[src/hdl/fbpa_pkg.sv]
// ----------------------------------------------------------------------------
// fbpa_pkg: shared definitions of the fixed block pool allocator
// Sizes, command and status codes, register indexes, FSM states and the
// pool geometry that is derived from the configuration registers.
// ----------------------------------------------------------------------------
`default_nettype none

package fbpa_pkg;

	// Sizes
	localparam int ADDR_W      = 32;
	localparam int MAX_PAGES   = 16;
	localparam int STACK_DEPTH = 1024;
	localparam int STACK_AW    = $clog2(STACK_DEPTH);
	localparam int CNT_W       = $clog2(STACK_DEPTH + 1);
	localparam int PAGE_W      = $clog2(MAX_PAGES + 1);
	localparam int REQ_W       = 16;
	localparam int ALIGN_W     = 13;
	localparam int BPP_W       = 13;
	localparam int BS_W        = 17;
	localparam int PSIZE_W     = BS_W + BPP_W;
	localparam int USED_W      = ADDR_W + 1;
	localparam int TOTAL_W     = 48;
	localparam int STAT_W      = 32;
	localparam int CFG_IDX_W   = 8;
	localparam int CFG_DATA_W  = 32;

	// Configuration register indexes
	localparam logic [CFG_IDX_W-1:0] CFG_REQ_SIZE = CFG_IDX_W'(0);
	localparam logic [CFG_IDX_W-1:0] CFG_ALIGN    = CFG_IDX_W'(1);
	localparam logic [CFG_IDX_W-1:0] CFG_BPP      = CFG_IDX_W'(2);
	localparam logic [CFG_IDX_W-1:0] CFG_BASE     = CFG_IDX_W'(3);

	// Commands
	typedef enum logic [1:0] {
		CMD_ALLOC = 2'd0,
		CMD_FREE  = 2'd1,
		CMD_QUERY = 2'd2,
		CMD_NOP   = 2'd3
	} cmd_t;

	// Result status
	typedef enum logic [1:0] {
		ST_OK      = 2'd0,
		ST_OOM     = 2'd1,
		ST_FULL    = 2'd2,
		ST_NULL    = 2'd3
	} status_t;

	// Item FSM
	typedef enum logic [0:0] {
		S_IDLE = 1'b0,
		S_EXEC = 1'b1
	} state_t;

	// Geometry derived from the configuration registers
	typedef struct packed {
		logic [BS_W-1:0]    bs;      // effective block size
		logic [BPP_W-1:0]   bpp;     // effective blocks per page
		logic [PSIZE_W-1:0] psize;   // page size
		logic [PSIZE_W-1:0] pofs;    // offset of the highest block in a page
		logic [ADDR_W-1:0]  rstart;  // aligned region start
		logic [USED_W-1:0]  room1;   // bytes from region start to top of space
	} geom_t;

	localparam geom_t GEOM_RST = '{
		bs:     BS_W'(16),
		bpp:    BPP_W'(1),
		psize:  PSIZE_W'(16),
		pofs:   '0,
		rstart: '0,
		room1:  {1'b1, {ADDR_W{1'b0}}}
	};

	// Free stack control
	typedef struct packed {
		logic clear;
		logic rd_en;
		logic push;
		logic pop;
	} stk_ctl_t;

endpackage

`default_nettype wire

[src/hdl/fbpa_cfg.sv]
// ----------------------------------------------------------------------------
// fbpa_cfg: configuration registers and pool geometry
// Holds the four registers and derives block size, page size and the aligned
// region start on every write, so the item path sees ready-made values.
// ----------------------------------------------------------------------------
`default_nettype none

module fbpa_cfg
	import fbpa_pkg::*;
(
	input  wire                   clk,
	input  wire                   arst_n,
	input  wire                   cfg_valid,
	output logic                  cfg_ready,
	input  wire  [CFG_IDX_W-1:0]  cfg_index,
	input  wire  [CFG_DATA_W-1:0] cfg_data,
	output geom_t                 geom,
	output logic                  pool_clear
);

	logic [REQ_W-1:0]   req_q, req_nx;
	logic [ALIGN_W-1:0] align_q, align_nx;
	logic [BPP_W-1:0]   bpp_q, bpp_nx;
	logic [ADDR_W-1:0]  base_q, base_nx;
	logic               idx_ok;
	geom_t              geom_q, geom_nx;

	logic [3:0]         a_log;
	logic [ALIGN_W:0]   amask;
	logic [BS_W-1:0]    s_min;
	logic [BS_W-1:0]    s_sum;
	logic [ADDR_W:0]    rs_sum;

	// Writes are always taken
	assign cfg_ready = 1'b1;

	// Register decode, next values
	always_comb begin
		req_nx   = req_q;
		align_nx = align_q;
		bpp_nx   = bpp_q;
		base_nx  = base_q;
		idx_ok   = 1'b1;
		unique case (cfg_index)
			CFG_REQ_SIZE: req_nx   = cfg_data[REQ_W-1:0];
			CFG_ALIGN:    align_nx = cfg_data[ALIGN_W-1:0];
			CFG_BPP:      bpp_nx   = cfg_data[BPP_W-1:0];
			CFG_BASE:     base_nx  = cfg_data[ADDR_W-1:0];
			default:      idx_ok   = 1'b0;
		endcase
	end

	assign pool_clear = cfg_valid && idx_ok;

	// Geometry of the next register set
	always_comb begin
		// smallest power of two >= alignment, at least 16
		a_log = 4'd13;
		for (int k = 13; k >= 4; k--) begin
			if (((ALIGN_W+1)'(1) << k) >= {1'b0, align_nx})
				a_log = 4'(k);
		end
		amask = (ALIGN_W+1)'(((ALIGN_W+1)'(1) << a_log) - (ALIGN_W+1)'(1));

		s_min = (req_nx < REQ_W'(8)) ? BS_W'(8) : {1'b0, req_nx};
		s_sum = s_min + BS_W'(amask);

		geom_nx.bs     = s_sum & ~BS_W'(amask);
		geom_nx.bpp    = (bpp_nx == '0) ? BPP_W'(1) : bpp_nx;
		geom_nx.psize  = {{BPP_W{1'b0}}, geom_nx.bs} * {{BS_W{1'b0}}, geom_nx.bpp};
		geom_nx.pofs   = geom_nx.psize - {{BPP_W{1'b0}}, geom_nx.bs};

		rs_sum         = {1'b0, base_nx} + (ADDR_W+1)'(amask);
		geom_nx.rstart = rs_sum[ADDR_W-1:0] & ~ADDR_W'(amask);
		geom_nx.room1  = {1'b1, {ADDR_W{1'b0}}} - {1'b0, geom_nx.rstart};
	end

	// Register file and derived values
	always_ff @(posedge clk or negedge arst_n) begin
		if (!arst_n) begin
			req_q   <= '0;
			align_q <= ALIGN_W'(16);
			bpp_q   <= BPP_W'(1);
			base_q  <= '0;
			geom_q  <= GEOM_RST;
		end else if (pool_clear) begin
			req_q   <= req_nx;
			align_q <= align_nx;
			bpp_q   <= bpp_nx;
			base_q  <= base_nx;
			geom_q  <= geom_nx;
		end
	end

	assign geom = geom_q;

endmodule

`default_nettype wire

[config.mk]
export PLATFORM = sky130hd
export DESIGN_NAME = fbpa_cfg
export DESIGN_NICKNAME = d
export VERILOG_FILES = /design/src/hdl/fbpa_pkg.sv /design/src/hdl/fbpa_cfg.sv
export SDC_FILE = /design/constraint.sdc
export NUM_CORES = 1
export LEC_CHECK = 0
export ABC_AREA = 1
export BUFFER_PORTS_ARGS = -buffer_cell sky130_fd_sc_hd__buf_2
export CAP_MARGIN = 40
export CORE_ASPECT_RATIO = 1.75
export CORE_MARGIN = 2
export CORE_UTILIZATION = 35
export DETAILED_ROUTE_END_ITERATION = 8
export GPL_ROUTABILITY_DRIVEN = 0
export GPL_TIMING_DRIVEN = 0
export PLACE_DENSITY_LB_ADDON = 0.3
export SYNTH_ARGS = -nofsm -noshare
export SYNTH_HDL_FRONTEND = slang
export SYNTH_SLANG_ARGS = --single-unit
[constraint.sdc]
create_clock -name clk -period 13.7 [get_ports clk]
set_input_delay 2.74 -clock clk [delete_from_list [all_inputs] [get_ports clk]]
set_output_delay 2.74 -clock clk [all_outputs]
set_load 0.1 [all_outputs]
Word level (Yosys, flattened, before mapping)
Cells that the tools add are included.
Cells by class
  add/subtract/negate cells: 5
  $mul: 1
  magnitude comparators: 10
  equality and inequality tests: 3
  shift-type cells: 1
  muxes and demuxes: 16
  bitwise logic cells: 4
  reductions and logical operators: 4
Operators with widths (count)
  $mux 13: 3
  $sub 33x32->33 const A: 1
  $add 32x14->32: 1
  $and 32x32->32: 1
  $mux 16: 2
  $mux 32: 1
  $mux 4: 8
  $not 14->32: 1
  $mul 17x13->30: 1
  $sub 30x17->30: 1
  $add 16x14->17: 1
  $and 17x17->17: 1
  $not 14->17: 1
  $eq 8x2->1 const B: 2
  $lt 16x4->1 const B: 1
  $shl 1x4->14 const A: 1
  $sub 14x2->14 const B: 1
  $ge 10x13->1 const A: 1
  $ge 11x13->1 const A: 1
  $ge 12x13->1 const A: 1
  $ge 13x13->1 const A: 1
  $ge 5x13->1 const A: 1
  $ge 6x13->1 const A: 1
  $ge 7x13->1 const A: 1
  8 further kinds: 9
Storage, ports and cells
  register bits: 229
  input port bits: 43
  output and inout port bits: 157
  word-level logic and storage cells: 54

Logic depth before layout (Yosys ltp)
  depth in word-level cells: 18
  depth in mapped cells: 70
  depth with buffers taken out: 69

Worst setup path before layout
No wires, ideal clock.
  kind: input to register
  start point: input port cfg_index[6]
  end point: register geom_q, in the netlist geom[92]
  library setup time: 0.133 ns
  arrival: 11.683 ns
  required time: 13.567 ns
  setup slack: 1.883 ns
  stages: 58
  cells stage by stage: inv_1 -> nand2_1 -> nor2_2 -> buf_6 -> inv_2 -> nor2_2 -> buf_4 -> nor2_1 -> a21oi_1 -> nor2_1 -> nand2_1 -> nor2_1 -> nand3_1 -> inv_1 -> nor2_1 -> inv_1 -> fa_1 -> nor2_1 -> (+22 left out) -> fa_1 -> inv_1 -> ha_1 -> nand2_1 -> nor2_1 -> nand2_1 -> o211ai_1 -> a21oi_1 -> xnor2_1 -> ha_1 -> a21oi_1 -> a21boi_0 -> nand2_1 -> nor3_1 -> nand3_1 -> nor2_1 -> xor2_1 -> o21ai_0
RTL lines
  start: declaration: RTL line fbpa_cfg.sv:15  | input wire [CFG_IDX_W-1:0] cfg_index,
  end signal: assignment: RTL line fbpa_cfg.sv:91  | geom_q <= geom_nx;
  end: declaration: RTL line fbpa_cfg.sv:26  | geom_t geom_q, geom_nx;

==> impl_metrics.py <==
metrics = {
    "outcome": {
        "status": "finished, final reports clean",
    },
    "yosys": {
        "syn_area_mm2": 0.0202,
        "yosysWarningCount": 0,
        "ys_seq_elements": 227,
        "avgSynthCellArea_um2": 7.60,
        "ys_top_cells_by_area": "dfrtp_1 27%, fa_1 17%, nand2_1 14%, inv_1 7.7%, ha_1 7.4%",
        "synth_edf_count": 0,
        "synth.distinct_cells": 55,
        "yosys.area.top_type": "dfrtp_1",
        "post_synth_inst_count": 2657,
        "synth-main-ff-cell": "dfrtp_1",
        "synthArstFlopShare_pct": 100,
        "yosys.area.top_type_share_pct": 27.4,
        "seq_area_frac_synth_pct": 28.2,
    },
    "clock_tree": {
        "clk_pin_slew_ns": 0.07,
        "clk_path_buf_depth": 3,
        "numClockSinks": 227,
        "cts_tree": "done",
        "cts_buffers": 24,
        "insertion_delay_ns": 0.56,
        "clock-root-buffer": "clkbuf_16",
        "cts-htree-levels": 1,
    },
    "critical_path": {
        "cp_data_required_time_ns": 14.15,
        "max_stage_delay_ns": 0.54,
        "endpoint_kind": "register",
        "worstRegToRegCells": 57,
        "critPathKind": "in -> reg",
        "crit_fanout": 10,
        "crit_slowest_cell": "fa_1",
        "crit_path_start_kind": "primary input",
        "timing.rr.start": "req_q[8]",
        "arrival_ns": 13.30,
        "crit_top_cell": "nand2_1",
        "reg2reg_to": "geom[93]",
        "setup.worst_path.start": "cfg_index[6]",
        "rrSetupSlack_ns": 3.36,
    },
    "sta": {
        "setup_violations": 0,
        "hold_viol_final": 0,
        "tns_ns": 0,
        "relSlewSlack_pct": 10.8,
        "max_freq_mhz": 77.8,
        "slew_viol_final": 0,
        "post-route-period-util_pct": 93.8,
        "fin_hold_ws_ns": 0.475,
        "finalClockSkew_ns": 0.0124,
        "worst_slew_pin_slew_ns": 1.33,
        "fin_crit_ns": 12.85,
    },
    "finish": {
        "nets": 3270,
        "final_cells": 3724,
        "final.fill_count": 5981,
        "final_common_cell": "nand2_1",
        "final_cell_mix": "753 x nand2_1, 412 x inv_1, 251 x nor2_1, 221 x dfrtp_1, 201 x buf_2",
        "num_antenna_cells": 0,
        "areaGrowthSynthToFinish_pct": 16.4,
        "drive_gt1_share_pct": 13.3,
    },
    "routing": {
        "vias_per_cell": 4.97,
        "drt-total-wl_mm": 73.5,
        "drc_errors": 0,
        "dr.pass1.iters": 5,
        "met3WireLength_mm": 4.03,
        "ant_nets": 0,
        "vias": 18500,
        "routed.top_layer": "met5",
        "wl_met2_mm": 37.3,
        "wire_per_inst_um": 19.7,
        "drt_iter0_drc": 906,
        "drt-met1-wl_mm": 25.1,
    },
    "placement": {
        "port_buffers": 198,
        "dp_hpwl_mm": 59.9,
        "dp.cells": 3672,
    },
    "global_route": {
        "grt_use_total_pct": 25.1,
        "grt_pass1_wl_mm": 112,
        "grt_overflow": 0,
        "grt_max_degree": 115,
        "grt_pass1_vias": 19000,
        "antenna_found_initial": 1,
    },
    "power": {
        "leakagePower_nw": 12.6,
        "p_per_area_mw_per_mm2": 142,
        "finalPower_mw": 3.34,
        "ir_worst_vdd_uv": 160,
    },
    "die": {
        "boundaryPins": 200,
        "num_rows": 116,
        "die_y_um": 322,
        "die_area_mm2": 0.0597,
        "start_util_pct": 35.4,
        "die_w_um": 186,
        "core-area_mm2": 0.0570,
    },
    "hold_path": {
        "hp-start": "geom[99]",
        "whs_path_depth": 2,
        "hold_class": "reg -> reg",
        "holdPathEnd": "geom[99]",
    },
    "run": {
        "maxCapViolations": 0,
    },
}
==> flip-flops by register name, indices dropped and copies added, names as in the netlist <==
| name | flops |
|---|---|
| bpp_q | 13 |
| geom | 153 |
| align_q | 13 |
| base_q | 32 |
| req_q | 16 |
==> routing by layer <==
layer	up-vias	GRT usage, %
li1	8751	-
met1	8849	25.5
met2	627	45.6
met3	264	3.30
met4	2	19.9
met5	-	0
==> power by group <==
group	switching, mW	internal [mW]	total, mW	leakage [nW]
registers	0.0635	0.769	0.833	3.00
logic	1.35	0.410	1.76	9.14
clock network	0.298	0.452	0.749	0.432
total	1.71	1.63	3.34	12.6
==> area by class of cell <==
| cell class | instances | area (um^2) | area share, % |
|---|---|---|---|
| Clock buffer | 30 | 654 | 2.79 |
| Buffer | 79 | 415 | 1.77 |
| Timing Repair Buffer | 223 | 1280 | 5.47 |
| Clock inverter | 14 | 223 | 0.948 |
| Tap cell | 767 | 960 | 4.09 |
| Multi-Input combinational cell | 1945 | 12600 | 53.7 |
| Inverter | 439 | 1660 | 7.05 |
| Sequential cell | 227 | 5690 | 24.2 |
==> worst max path at each step <==
stage / endpoint / cells past startpoint
5_1_grt: geom[93] / 65
4_1_cts: geom[92] / 59
6_report: geom[93] / 65
3_3_place_gp: geom[92] / 59
2_1_floorplan: geom[92] / 58
3_5_place_dp: geom[92] / 59
==> stage by stage <==
| stage | area [um^2] | setup slack, ns | util (%) |
|---|---|---|---|
| floorplan | 20300 | 1.88 | - |
| global placement | 22300 | -0.646 | 39.0 |
| CTS | 23400 | 0.0803 | 41.0 |
| detailed placement | 22500 | -0.746 | 39.4 |
| finish | 23500 | 0.851 | 41.2 |
| global route | 23500 | -0.0129 | 41.2 |
==> Yosys cell counts, types with 3 or more instances <==
cell type	instances
a21oi_1	79
o21ai_1	29
inv_2	18
nand3b_1	5
a21oi_2	3
nand2_1	754
o211ai_1	7
or2_2	9
xnor2_1	24
inv_1	412
o21a_1	6
xor2_1	40
o21bai_1	9
a21boi_0	3
o21ai_0	168
nand3_2	9
nand4_1	23
nand2_2	11
nor2_4	6
clkinv_1	9
nor3_1	15
nor4_1	3
buf_6	10
a21o_1	4
nand3_1	104
buf_4	9
dfstp_2	6
mux2i_1	4
dfrtp_1	221
buf_2	4
nor2_2	15
fa_1	168
a31oi_1	9
clkbuf_1	54
nor3_2	3
nor2_1	253
o21ai_2	9
ha_1	120
==> kinds of logic after synthesis <==
family                   after synthesis  synth area share (%)
AO/OA/AOI/OAI                        333                  9.06
XOR/XNOR                              66                  2.94
adder cells (fa/ha/maj)              288                  24.1
buffers and inverters                518                  10.2
flip-flops                           227                  28.2
multiplexers                           4                 0.198
other                                  2                0.0372
AND/OR/NAND/NOR                     1219                  25.3
==> timing repair <==
action                                  4_1_cts  5_1_grt
endpoints found under the setup margin        2        8
resized for setup                             1       15
hold buffers                                  0        0
buffers inserted                              0        8
==> critical path: cells and delay by family <==
family | cells | cell delay, ns
compound gates | 8 | 1.60
simple gates | 31 | 3.53
xor+xnor | 2 | 0.34
fa+ha+maj | 8 | 3.43
buf+inv | 16 | 1.68
Note: power is estimated with default switching activity, not from simulation.
